==> config.mk <==
export PLATFORM = sky130hd
export DESIGN_NAME = timing_wheel_event_scheduler
export DESIGN_NICKNAME = d
export VERILOG_FILES = /design/src/rtl/twes_pkg.sv /design/src/rtl/twes_ctrl.sv /design/src/rtl/twes_dp.sv /design/src/rtl/timing_wheel_event_scheduler.sv
export SDC_FILE = /design/constraint.sdc
export NUM_CORES = 2
export LEC_CHECK = 0
export ABC_AREA = 1
export BUFFER_PORTS_ARGS = -buffer_cell sky130_fd_sc_hd__buf_2
export CORE_MARGIN = 2
export CORE_UTILIZATION = 60
export CTS_CLUSTER_SIZE = 24
export DETAILED_ROUTE_END_ITERATION = 7
export GPL_TIMING_DRIVEN = 0
export PLACE_DENSITY = 0.84
export REMOVE_ABC_BUFFERS = 1
export SETUP_SLACK_MARGIN = 0.3
export SYNTH_ARGS = -nofsm -noshare
export SYNTH_HDL_FRONTEND = slang
export SYNTH_SLANG_ARGS = --single-unit
export TNS_END_PERCENT = 10
==> constraint.sdc <==
create_clock -name clk -period 6.85 [get_ports clk]
set_input_delay 1.7125 -clock clk [delete_from_list [all_inputs] [get_ports clk]]
set_output_delay 1.7125 -clock clk [all_outputs]
set_load 0.02 [all_outputs]
==> src/rtl/twes_pkg.sv <==
`default_nettype none
// ----------------------------------------------------------------------------
// twes_pkg: shared types and constants of the timing wheel scheduler
// status codes, controller states and the command/status bundles between
// the controller and the datapath
// ----------------------------------------------------------------------------
package twes_pkg;

  // fixed field widths of the channels
  localparam int TIME_W   = 32;
  localparam int TAG_W    = 16;
  localparam int STATUS_W = 3;

  // defaults for the top level parameters
  localparam int DEF_SLOTS        = 64;
  localparam int DEF_POOL_ENTRIES = 64;
  localparam int DEF_TAG_BITS     = 16;

  // action codes on the input channel
  localparam logic ACT_SCHEDULE = 1'b0;
  localparam logic ACT_TICK     = 1'b1;

  // result status codes
  typedef enum logic [STATUS_W-1:0] {
    ST_SCHEDULED = 3'd0,
    ST_WINDOW    = 3'd1,
    ST_POOL      = 3'd2,
    ST_FIRED     = 3'd3,
    ST_EMPTY     = 3'd4
  } status_t;

  // controller states
  typedef enum logic [2:0] {
    S_CLEAR,
    S_IDLE,
    S_SCHED,
    S_RESP,
    S_HEAD,
    S_WALK
  } fsm_state_t;

  // controller to datapath commands
  typedef struct packed {
    logic clr;         // clear one slot head during the post-reset sweep
    logic acc;         // input transaction taken
    logic commit;      // link the new entry into its slot, report scheduled
    logic resp;        // report a rejected schedule
    logic empty;       // report an empty slot and advance time
    logic walk_begin;  // start walking the slot list
    logic walk_step;   // report one fired event and free its entry
  } dp_cmd_t;

  // datapath to controller status
  typedef struct packed {
    logic clr_done;    // sweep is on its final slot
    logic sched_bad;   // offered time lies outside the window
    logic pool_empty;  // no free entry and bump allocator used up
    logic head_nil;    // slot read on tick holds no events
    logic walk_last;   // event now on hand is the final one of the slot
    logic out_free;    // output register can take a result this cycle
  } dp_stat_t;

endpackage
`default_nettype wire

==> src/rtl/twes_ctrl.sv <==
`default_nettype none
// ----------------------------------------------------------------------------
// twes_ctrl: controller of the timing wheel scheduler
// sequences the clearing sweep, scheduling and the slot walk on a tick
// ----------------------------------------------------------------------------
module twes_ctrl
  import twes_pkg::*;
(
  input  wire logic     clk,
  input  wire logic     rst_n,
  input  wire logic     in_valid,
  input  wire logic     in_action,
  output logic          in_ready,
  input  wire dp_stat_t stat,
  output dp_cmd_t       cmd
);

  fsm_state_t state_r, state_nxt;
  logic       acc;

  assign in_ready = (state_r == S_IDLE);
  assign acc      = in_valid && in_ready;

  always_ff @(posedge clk) begin
    if (!rst_n) begin
      state_r <= S_CLEAR;
    end else begin
      state_r <= state_nxt;
    end
  end

  // next state
  always_comb begin
    state_nxt = state_r;
    case (state_r)
      S_CLEAR: begin
        if (stat.clr_done) state_nxt = S_IDLE;
      end
      S_IDLE: begin
        if (acc) begin
          if (in_action == ACT_TICK) begin
            state_nxt = S_HEAD;
          end else if (stat.sched_bad || stat.pool_empty) begin
            state_nxt = S_RESP;
          end else begin
            state_nxt = S_SCHED;
          end
        end
      end
      S_SCHED, S_RESP: begin
        if (stat.out_free) state_nxt = S_IDLE;
      end
      S_HEAD: begin
        if (!stat.head_nil) begin
          state_nxt = S_WALK;
        end else if (stat.out_free) begin
          state_nxt = S_IDLE;
        end
      end
      S_WALK: begin
        if (stat.out_free && stat.walk_last) state_nxt = S_IDLE;
      end
      default: state_nxt = S_CLEAR;
    endcase
  end

  // commands
  always_comb begin
    cmd = '0;
    case (state_r)
      S_CLEAR: cmd.clr = 1'b1;
      S_IDLE:  cmd.acc = acc;
      S_SCHED: cmd.commit = stat.out_free;
      S_RESP:  cmd.resp = stat.out_free;
      S_HEAD: begin
        cmd.walk_begin = !stat.head_nil;
        cmd.empty      = stat.head_nil && stat.out_free;
      end
      S_WALK:  cmd.walk_step = stat.out_free;
      default: cmd = '0;
    endcase
  end

endmodule
`default_nettype wire

==> src/rtl/twes_dp.sv <==
`default_nettype none
// ----------------------------------------------------------------------------
// twes_dp: datapath of the timing wheel scheduler
// slot head, link and tag memories, free list, bump allocator, time keeping
// and the output register
// ----------------------------------------------------------------------------
module twes_dp
  import twes_pkg::*;
#(
  parameter int SLOTS        = DEF_SLOTS,
  parameter int POOL_ENTRIES = DEF_POOL_ENTRIES,
  parameter int TAG_BITS     = DEF_TAG_BITS
) (
  input  wire logic              clk,
  input  wire logic              rst_n,
  input  wire dp_cmd_t           cmd,
  output dp_stat_t               stat,
  input  wire logic              in_action,
  input  wire logic [TIME_W-1:0] in_event_time,
  input  wire logic [TAG_W-1:0]  in_event_tag,
  output logic                   out_valid,
  input  wire logic              out_ready,
  output logic [STATUS_W-1:0]    out_status,
  output logic [TAG_W-1:0]       out_fired_tag,
  output logic [TIME_W-1:0]      out_time_now,
  output logic                   out_last
);

  localparam int SW = $clog2(SLOTS);
  localparam int EW = $clog2(POOL_ENTRIES);
  localparam int PW = $clog2(POOL_ENTRIES + 1);
  localparam int TW = (TAG_BITS < TAG_W) ? TAG_BITS : TAG_W;
  localparam logic [PW-1:0] NIL = PW'(POOL_ENTRIES);

  // memories
  logic [PW-1:0] slot_head_mem [SLOTS];
  logic [PW-1:0] link_mem      [POOL_ENTRIES];
  logic [TW-1:0] tag_mem       [POOL_ENTRIES];

  // state
  logic [TIME_W-1:0] cur_time_r;
  logic [SW-1:0]     cur_slot_r;
  logic [PW-1:0]     free_head_r;
  logic [PW-1:0]     alloc_r;
  logic [SW-1:0]     clr_cnt_r;

  // per item registers
  logic [PW-1:0] head_rd_r;
  logic [PW-1:0] link_rd_r;
  logic [TW-1:0] tag_rd_r;
  logic [PW-1:0] entry_r;
  logic          from_free_r;
  logic [SW-1:0] target_r;
  logic [TW-1:0] tag_r;
  status_t       resp_code_r;
  logic [PW-1:0] cur_e_r;
  logic [EW-1:0] walk_cnt_r;

  // output register
  logic                out_valid_r;
  status_t             out_status_r;
  logic [TAG_W-1:0]    out_tag_r;
  logic [TIME_W-1:0]   out_time_r;
  logic                out_last_r;

  // window test and target slot
  logic [TIME_W-1:0] delta;
  logic [SW:0]       slot_sum;
  logic [SW-1:0]     target;
  logic              free_avail;
  logic              bump_avail;
  logic              walk_last;
  logic              emit;
  logic              advance;

  assign delta      = in_event_time - cur_time_r;
  assign slot_sum   = (SW+1)'(cur_slot_r) + (SW+1)'(delta[SW-1:0]);
  assign target     = (slot_sum >= (SW+1)'(SLOTS)) ? SW'(slot_sum - (SW+1)'(SLOTS))
                                                   : slot_sum[SW-1:0];
  assign free_avail = (free_head_r != NIL);
  assign bump_avail = (alloc_r < NIL);
  assign walk_last  = (link_rd_r == NIL) || (walk_cnt_r == EW'(POOL_ENTRIES - 1));

  assign stat.clr_done   = (clr_cnt_r == SW'(SLOTS - 1));
  assign stat.sched_bad  = (delta == '0) || (delta >= TIME_W'(SLOTS));
  assign stat.pool_empty = !free_avail && !bump_avail;
  assign stat.head_nil   = (head_rd_r == NIL);
  assign stat.walk_last  = walk_last;
  assign stat.out_free   = !out_valid_r || out_ready;

  assign emit    = cmd.commit || cmd.resp || cmd.empty || cmd.walk_step;
  assign advance = cmd.empty || (cmd.walk_step && walk_last);

  // slot head memory: one write, one read port
  logic          sh_we;
  logic [SW-1:0] sh_wa;
  logic [PW-1:0] sh_wd;
  logic [SW-1:0] sh_ra;

  always_comb begin
    sh_we = 1'b0;
    sh_wa = cur_slot_r;
    sh_wd = NIL;
    if (cmd.clr) begin
      sh_we = 1'b1;
      sh_wa = clr_cnt_r;
    end else if (cmd.acc && in_action == ACT_TICK) begin
      sh_we = 1'b1;
    end else if (cmd.commit) begin
      sh_we = 1'b1;
      sh_wa = target_r;
      sh_wd = entry_r;
    end
  end

  assign sh_ra = (in_action == ACT_TICK) ? cur_slot_r : target;

  always_ff @(posedge clk) begin
    if (sh_we) slot_head_mem[sh_wa] <= sh_wd;
    if (cmd.acc) head_rd_r <= slot_head_mem[sh_ra];
  end

  // link and tag memories
  logic          lk_we;
  logic [EW-1:0] lk_wa;
  logic [PW-1:0] lk_wd;
  logic          lk_re;
  logic          tg_re;
  logic [EW-1:0] rd_a;

  always_comb begin
    lk_we = cmd.commit || cmd.walk_step;
    lk_wa = cmd.commit ? entry_r[EW-1:0] : cur_e_r[EW-1:0];
    lk_wd = cmd.commit ? head_rd_r : free_head_r;
    tg_re = cmd.walk_begin || (cmd.walk_step && !walk_last);
    lk_re = tg_re || (cmd.acc && in_action == ACT_SCHEDULE && free_avail);
    if (cmd.walk_begin) begin
      rd_a = head_rd_r[EW-1:0];
    end else if (cmd.walk_step) begin
      rd_a = link_rd_r[EW-1:0];
    end else begin
      rd_a = free_head_r[EW-1:0];
    end
  end

  always_ff @(posedge clk) begin
    if (lk_we) link_mem[lk_wa] <= lk_wd;
    if (lk_re) link_rd_r <= link_mem[rd_a];
  end

  always_ff @(posedge clk) begin
    if (cmd.commit) tag_mem[entry_r[EW-1:0]] <= tag_r;
    if (tg_re) tag_rd_r <= tag_mem[rd_a];
  end

  // item registers
  always_ff @(posedge clk) begin
    if (cmd.acc) begin
      entry_r     <= free_avail ? free_head_r : alloc_r;
      from_free_r <= free_avail;
      target_r    <= target;
      tag_r       <= in_event_tag[TW-1:0];
      resp_code_r <= stat.sched_bad ? ST_WINDOW : ST_POOL;
    end
    if (cmd.walk_begin) begin
      cur_e_r    <= head_rd_r;
      walk_cnt_r <= '0;
    end else if (cmd.walk_step) begin
      cur_e_r    <= link_rd_r;
      walk_cnt_r <= walk_cnt_r + 1'b1;
    end
  end

  // control state
  always_ff @(posedge clk) begin
    if (!rst_n) begin
      cur_time_r  <= '0;
      cur_slot_r  <= '0;
      free_head_r <= NIL;
      alloc_r     <= '0;
      clr_cnt_r   <= '0;
    end else begin
      if (cmd.clr) clr_cnt_r <= clr_cnt_r + 1'b1;
      if (cmd.commit) begin
        if (from_free_r) begin
          free_head_r <= link_rd_r;
        end else begin
          alloc_r <= alloc_r + 1'b1;
        end
      end else if (cmd.walk_step) begin
        free_head_r <= cur_e_r;
      end
      if (advance) begin
        cur_time_r <= cur_time_r + 1'b1;
        cur_slot_r <= (cur_slot_r == SW'(SLOTS - 1)) ? '0 : cur_slot_r + 1'b1;
      end
    end
  end

  // output register
  always_ff @(posedge clk) begin
    if (!rst_n) begin
      out_valid_r <= 1'b0;
    end else if (emit) begin
      out_valid_r <= 1'b1;
    end else if (out_ready) begin
      out_valid_r <= 1'b0;
    end
  end

  always_ff @(posedge clk) begin
    if (emit) begin
      out_time_r <= cur_time_r;
      out_tag_r  <= '0;
      out_last_r <= 1'b1;
      if (cmd.commit) begin
        out_status_r <= ST_SCHEDULED;
      end else if (cmd.resp) begin
        out_status_r <= resp_code_r;
      end else if (cmd.empty) begin
        out_status_r <= ST_EMPTY;
      end else begin
        out_status_r <= ST_FIRED;
        out_tag_r    <= TAG_W'(tag_rd_r);
        out_last_r   <= walk_last;
      end
    end
  end

  assign out_valid     = out_valid_r;
  assign out_status    = out_status_r;
  assign out_fired_tag = out_tag_r;
  assign out_time_now  = out_time_r;
  assign out_last      = out_last_r;

endmodule
`default_nettype wire

==> src/rtl/timing_wheel_event_scheduler.sv <==
`default_nettype none
// ----------------------------------------------------------------------------
// timing_wheel_event_scheduler: single-level timing wheel
// schedule transactions push a tag onto the slot list for its firing tick,
// tick transactions drain the current slot newest first and advance time
// ----------------------------------------------------------------------------
//  channel   ports                                          direction
//  input     in_valid in_ready in_action in_event_time      in
//            in_event_tag
//  result    out_valid out_ready out_status out_fired_tag   out
//            out_time_now out_last
//
//  steps: a schedule transaction reads the slot head and free list, then
//  does the linking write; a tick reads the slot head, then reports an empty
//  slot or walks its events, one event per cycle through the link memory port
//  while out_ready does not stall the output register; reset: after rst_n the
//  slot head memory is swept to empty, during which in_ready stays low
//  stalls: results leave through one output register; a held out_ready
//  freezes the controller in the state that owes the next result
// ----------------------------------------------------------------------------
module timing_wheel_event_scheduler
  import twes_pkg::*;
#(
  parameter int SLOTS        = DEF_SLOTS,
  parameter int POOL_ENTRIES = DEF_POOL_ENTRIES,
  parameter int TAG_BITS     = DEF_TAG_BITS
) (
  input  wire logic              clk,
  input  wire logic              rst_n,
  // input channel
  input  wire logic              in_valid,
  output logic                   in_ready,
  input  wire logic              in_action,
  input  wire logic [TIME_W-1:0] in_event_time,
  input  wire logic [TAG_W-1:0]  in_event_tag,
  // result channel
  output logic                   out_valid,
  input  wire logic              out_ready,
  output logic [STATUS_W-1:0]    out_status,
  output logic [TAG_W-1:0]       out_fired_tag,
  output logic [TIME_W-1:0]      out_time_now,
  output logic                   out_last
);

  dp_cmd_t  cmd;
  dp_stat_t stat;

  // controller: decides which datapath step runs each cycle
  twes_ctrl u_ctrl (
    .clk       (clk),
    .rst_n     (rst_n),
    .in_valid  (in_valid),
    .in_action (in_action),
    .in_ready  (in_ready),
    .stat      (stat),
    .cmd       (cmd)
  );

  // datapath: memories, free list, time keeping and result register
  twes_dp #(
    .SLOTS        (SLOTS),
    .POOL_ENTRIES (POOL_ENTRIES),
    .TAG_BITS     (TAG_BITS)
  ) u_dp (
    .clk           (clk),
    .rst_n         (rst_n),
    .cmd           (cmd),
    .stat          (stat),
    .in_action     (in_action),
    .in_event_time (in_event_time),
    .in_event_tag  (in_event_tag),
    .out_valid     (out_valid),
    .out_ready     (out_ready),
    .out_status    (out_status),
    .out_fired_tag (out_fired_tag),
    .out_time_now  (out_time_now),
    .out_last      (out_last)
  );

endmodule
`default_nettype wire

==> results.toml <==
[pwr]
post-layout-total-power_uw = 25000
irDropWorstVdd_mv = 0.235
power_density_mw_per_mm2 = 257
leakagePower_uw = 0.0321

[route]
wl_per_cell_um = 27.3
detail_route.wirelength_um = 246000
detailedRoute.firstIterationViolations = 11688
drcViolationCount = 6
post_drt_via_cell_ratio = 6.88
drt_first_pass_iters = 8
ant_nets = 0
dr_total_vias = 62084

[logic_synthesis]
ys_async_sr_fraction_pct = 0
synth-compound-area-share_pct = 11.8
post_synth_fa_ha_maj_area_fraction_pct = 0.642
synthesis.instances = 6932
synth.avg_cell_area_um2 = 12.4
synth_seq_cells = 2109
synth_simple_gate_area_share_pct = 11.3
synth-edff-count = 2041
sequential_share_of_the_synthesized_area_pct = 72.8
ys_types = 54
post_synth_instance_area_mm2 = 0.0861
synth_top_family_by_area = "compound AO/OA/AOI/OAI gates"
synth_xor_xnor_area_share_pct = 0.224
synth_ff_type = "sky130_fd_sc_hd__edfxtp_1"
yosys-mux-area-fraction_pct = 0
ys.warnings.count = 0

[sta]
fin_crit_ns = 6.67
finalSetupViolations = 0
final.period_utilization_pct = 97.4
worst_slew_pin_slew_ns = 1.38
drv_slew = 0
slew_hr_pct = 7.73
report.final.hold_viol_count = 0
finalClockSkew_ns = 0.0414
clock.fmax_mhz = 150
grt_setup_unrepaired = "false"

[flow_run]
max_cap_violations = 0

[clock_tree]
cts_max_level = 4
cts_bufs_inserted = 194
max-clock-path-buffers = 3
cts_repair_resizes = 0
cts.clk_slew.worst_paths_ns = 0.06
cts-hold-fix-buffers = 0
setup_fix_bufs_post_cts = 0
tritoncts = "yes"
tritoncts_num_sinks = 2109
clk-insertion-delay-late_ns = 0.86
root_buffer = "sky130_fd_sc_hd__clkbuf_16"

[setup_path]
arrival_ns = 7.24
critical_path_class = "in2reg"
critPathMaxFanout = 200
critical_path.endpoint_type = "flip-flop"
critical_path_required_ns = 7.41
critPathLaunchType = "primary input"

[placed_design]
placed_cells_incl_taps = 8659
routabilityCongestion = 0.932
dp_hpwl_um = 140000
io_buffers = 106

[floorplan]
floorplan.core_area_mm2 = 0.142
starting_density_pct = 60.7
fp.dieH_um = 383
die_width_um = 383
io-pin-count = 107
rows = 138
die-area_mm2 = 0.147

[global_routing]
grt_remaining_overflow = 0
grt_pass1_vias = 60126
grt_first_pass_wirelength_um = 360000
grt_use_total_pct = 32.6
grt_antenna_before_repair = 12
grt_start_max_net_pins = 253

[final_layout]
drive_gt1_share_pct = 9.20
nNetsFinal = 7065
fill_cells = 8668
area_growth_pct = 13.0
finalNonFillerCells = 9021

[status]
violated_checks = "DRC"
outcome = "complete, but fails checks"

[min_path]
holdCritPathClass = "reg2reg"
flip-flops by register name, indices dropped and copies added (netlist names), 2 cells and up:
name                cells
u_dp.cur_e_r            7
u_dp.tag_mem         1024
u_dp.tag_rd_r          16
u_dp.entry_r            7
u_dp.out_status         3
u_dp.cur_slot_r         6
u_dp.link_rd_r          7
u_dp.head_rd_r          7
u_dp.target_r           6
u_dp.free_head_r        7
u_dp.link_mem         448
u_dp.walk_cnt_r         6
u_dp.tag_r             16
u_dp.resp_code_r        2
u_dp.out_fired_tag     16
u_dp.clr_cnt_r          6
u_dp.alloc_r            7
u_dp.slot_head_mem    448
u_dp.cur_time_r        32
u_dp.out_time_now      32
u_ctrl.state_r          3
metrics by stage:
stage,TNS [ns],utilization [%],hold WS (ns),worst slack [ns],cell area (um^2)
after floorplan,-191.01,-,0.422,-6.97,84300
final,0,68.5,0.493,0.177,97300
after global placement,-5120.48,61.5,0.440,-31.72,87200
after detailed placement,-11.38,64.2,0.466,-0.841,91100
after global routing,0,68.5,0.515,0.303,97200
after CTS,0,68.5,0.492,0.325,97200
Yosys cell counts (all sizes together) (37+ instances only):
cell | instances | share of area [%]
buf | 94 | 0.56
dfxtp | 68 | 1.6
inv | 280 | 1.2
nor2 | 1315 | 5.8
o21ai | 1061 | 6.2
ha | 41 | 0.60
nand2 | 479 | 2.1
nor3 | 37 | 0.22
clkbuf | 335 | 1.5
nand4 | 46 | 0.33
nand3 | 454 | 2.6
o221ai | 410 | 4.2
o22ai | 56 | 0.41
edfxtp | 2041 | 71
a21oi | 118 | 0.69
layer usage:
layer	track usage (%)	wire length [um]	vias to the layer above
met1	40.7	80500	29498
li1	-	-	25827
met5	0	112	-
met4	16.3	13600	18
met3	8.37	33800	1140
met2	53.2	118000	5601
cells in the final DEF (no fill, tap or decap), drive strengths merged, types with 41 or more instances in the layout:
cell type,count
nand3,454
buf,266
nand2,479
ha,41
clkbuf,237
inv,289
o22ai,56
nor2,1315
o221ai,410
edfxtp,2041
clkinv,100
o21ai,1061
a21oi,118
dfxtp,68
nand4,46
layout make-up:
| cell class | count | area, um^2 | share of cell area, % |
|---|---|---|---|
| multi-input combinational | 4111 | 21000 | 21.6 |
| clock inverter | 121 | 1010 | 1.04 |
| timing repair buffer | 270 | 4030 | 4.15 |
| sequential | 2109 | 62700 | 64.4 |
| inverter | 283 | 1110 | 1.14 |
| antenna | 2 | 5.00 | 0.00515 |
| tap | 1890 | 2360 | 2.43 |
| clock buffer | 235 | 5060 | 5.20 |
power breakdown:
group | total [uW] | internal, uW | switching (uW)
clock | 10500 | 5700 | 4840
combinational | 518 | 153 | 365
sequential | 13900 | 13900 | 5.84
logic make-up after synthesis:
kind of cell,count (synthesis)
buffers and inverters,712
XOR/XNOR,22
flip-flops,2109
AO/OA/AOI/OAI,1688
AND/OR/NAND/NOR,2358
adder cells (fa/ha/maj),43
timing repair:
action	4_1_cts	5_1_grt
setup endpoints to repair	17	17
cloned	2	2
hold endpoints to repair	0	0
path summary, 6_finish.rpt:
kind | slack (ns) | from | cells after the start | to
worst max register to register | 0.36 | u_ctrl.state_r[0]$_SDFFE_PN0P_ | 18 | u_dp.link_rd_r[3]$_DFFE_PP_
worst max-delay path | 0.18 | out_ready | 20 | u_dp.link_rd_r[3]$_DFFE_PP_
worst min-delay path | 0.49 | u_dp.cur_time_r[17]$_SDFFE_PN0P_ | 0 | u_dp.out_time_now[17]$_DFFE_PP_
worst min register to register | 0.49 | u_dp.cur_time_r[17]$_SDFFE_PN0P_ | 0 | u_dp.out_time_now[17]$_DFFE_PP_
worst max-delay path, cell delays in order:
cell and delay, ns:
sky130_fd_sc_hd__buf_2 0.11, sky130_fd_sc_hd__nor2_4 0.35, sky130_fd_sc_hd__inv_1 0.23, sky130_fd_sc_hd__nand2_2 0.39, sky130_fd_sc_hd__nand2_1 0.09, sky130_fd_sc_hd__o21ai_1 0.10
sky130_fd_sc_hd__nand2_1 0.16, sky130_fd_sc_hd__nand2_8 0.14, sky130_fd_sc_hd__buf_16 0.36, sky130_fd_sc_hd__buf_16 0.38, sky130_fd_sc_hd__buf_16 0.34, sky130_fd_sc_hd__inv_16 0.18
sky130_fd_sc_hd__buf_16 0.30, sky130_fd_sc_hd__buf_16 0.40, sky130_fd_sc_hd__o21ai_0 0.45, sky130_fd_sc_hd__o221ai_1 0.18, sky130_fd_sc_hd__nand3_1 0.11, sky130_fd_sc_hd__nand3_1 0.11
sky130_fd_sc_hd__nand3_1 0.25, sky130_fd_sc_hd__nand2_1 0.19
(Power assumes the default switching activity.)
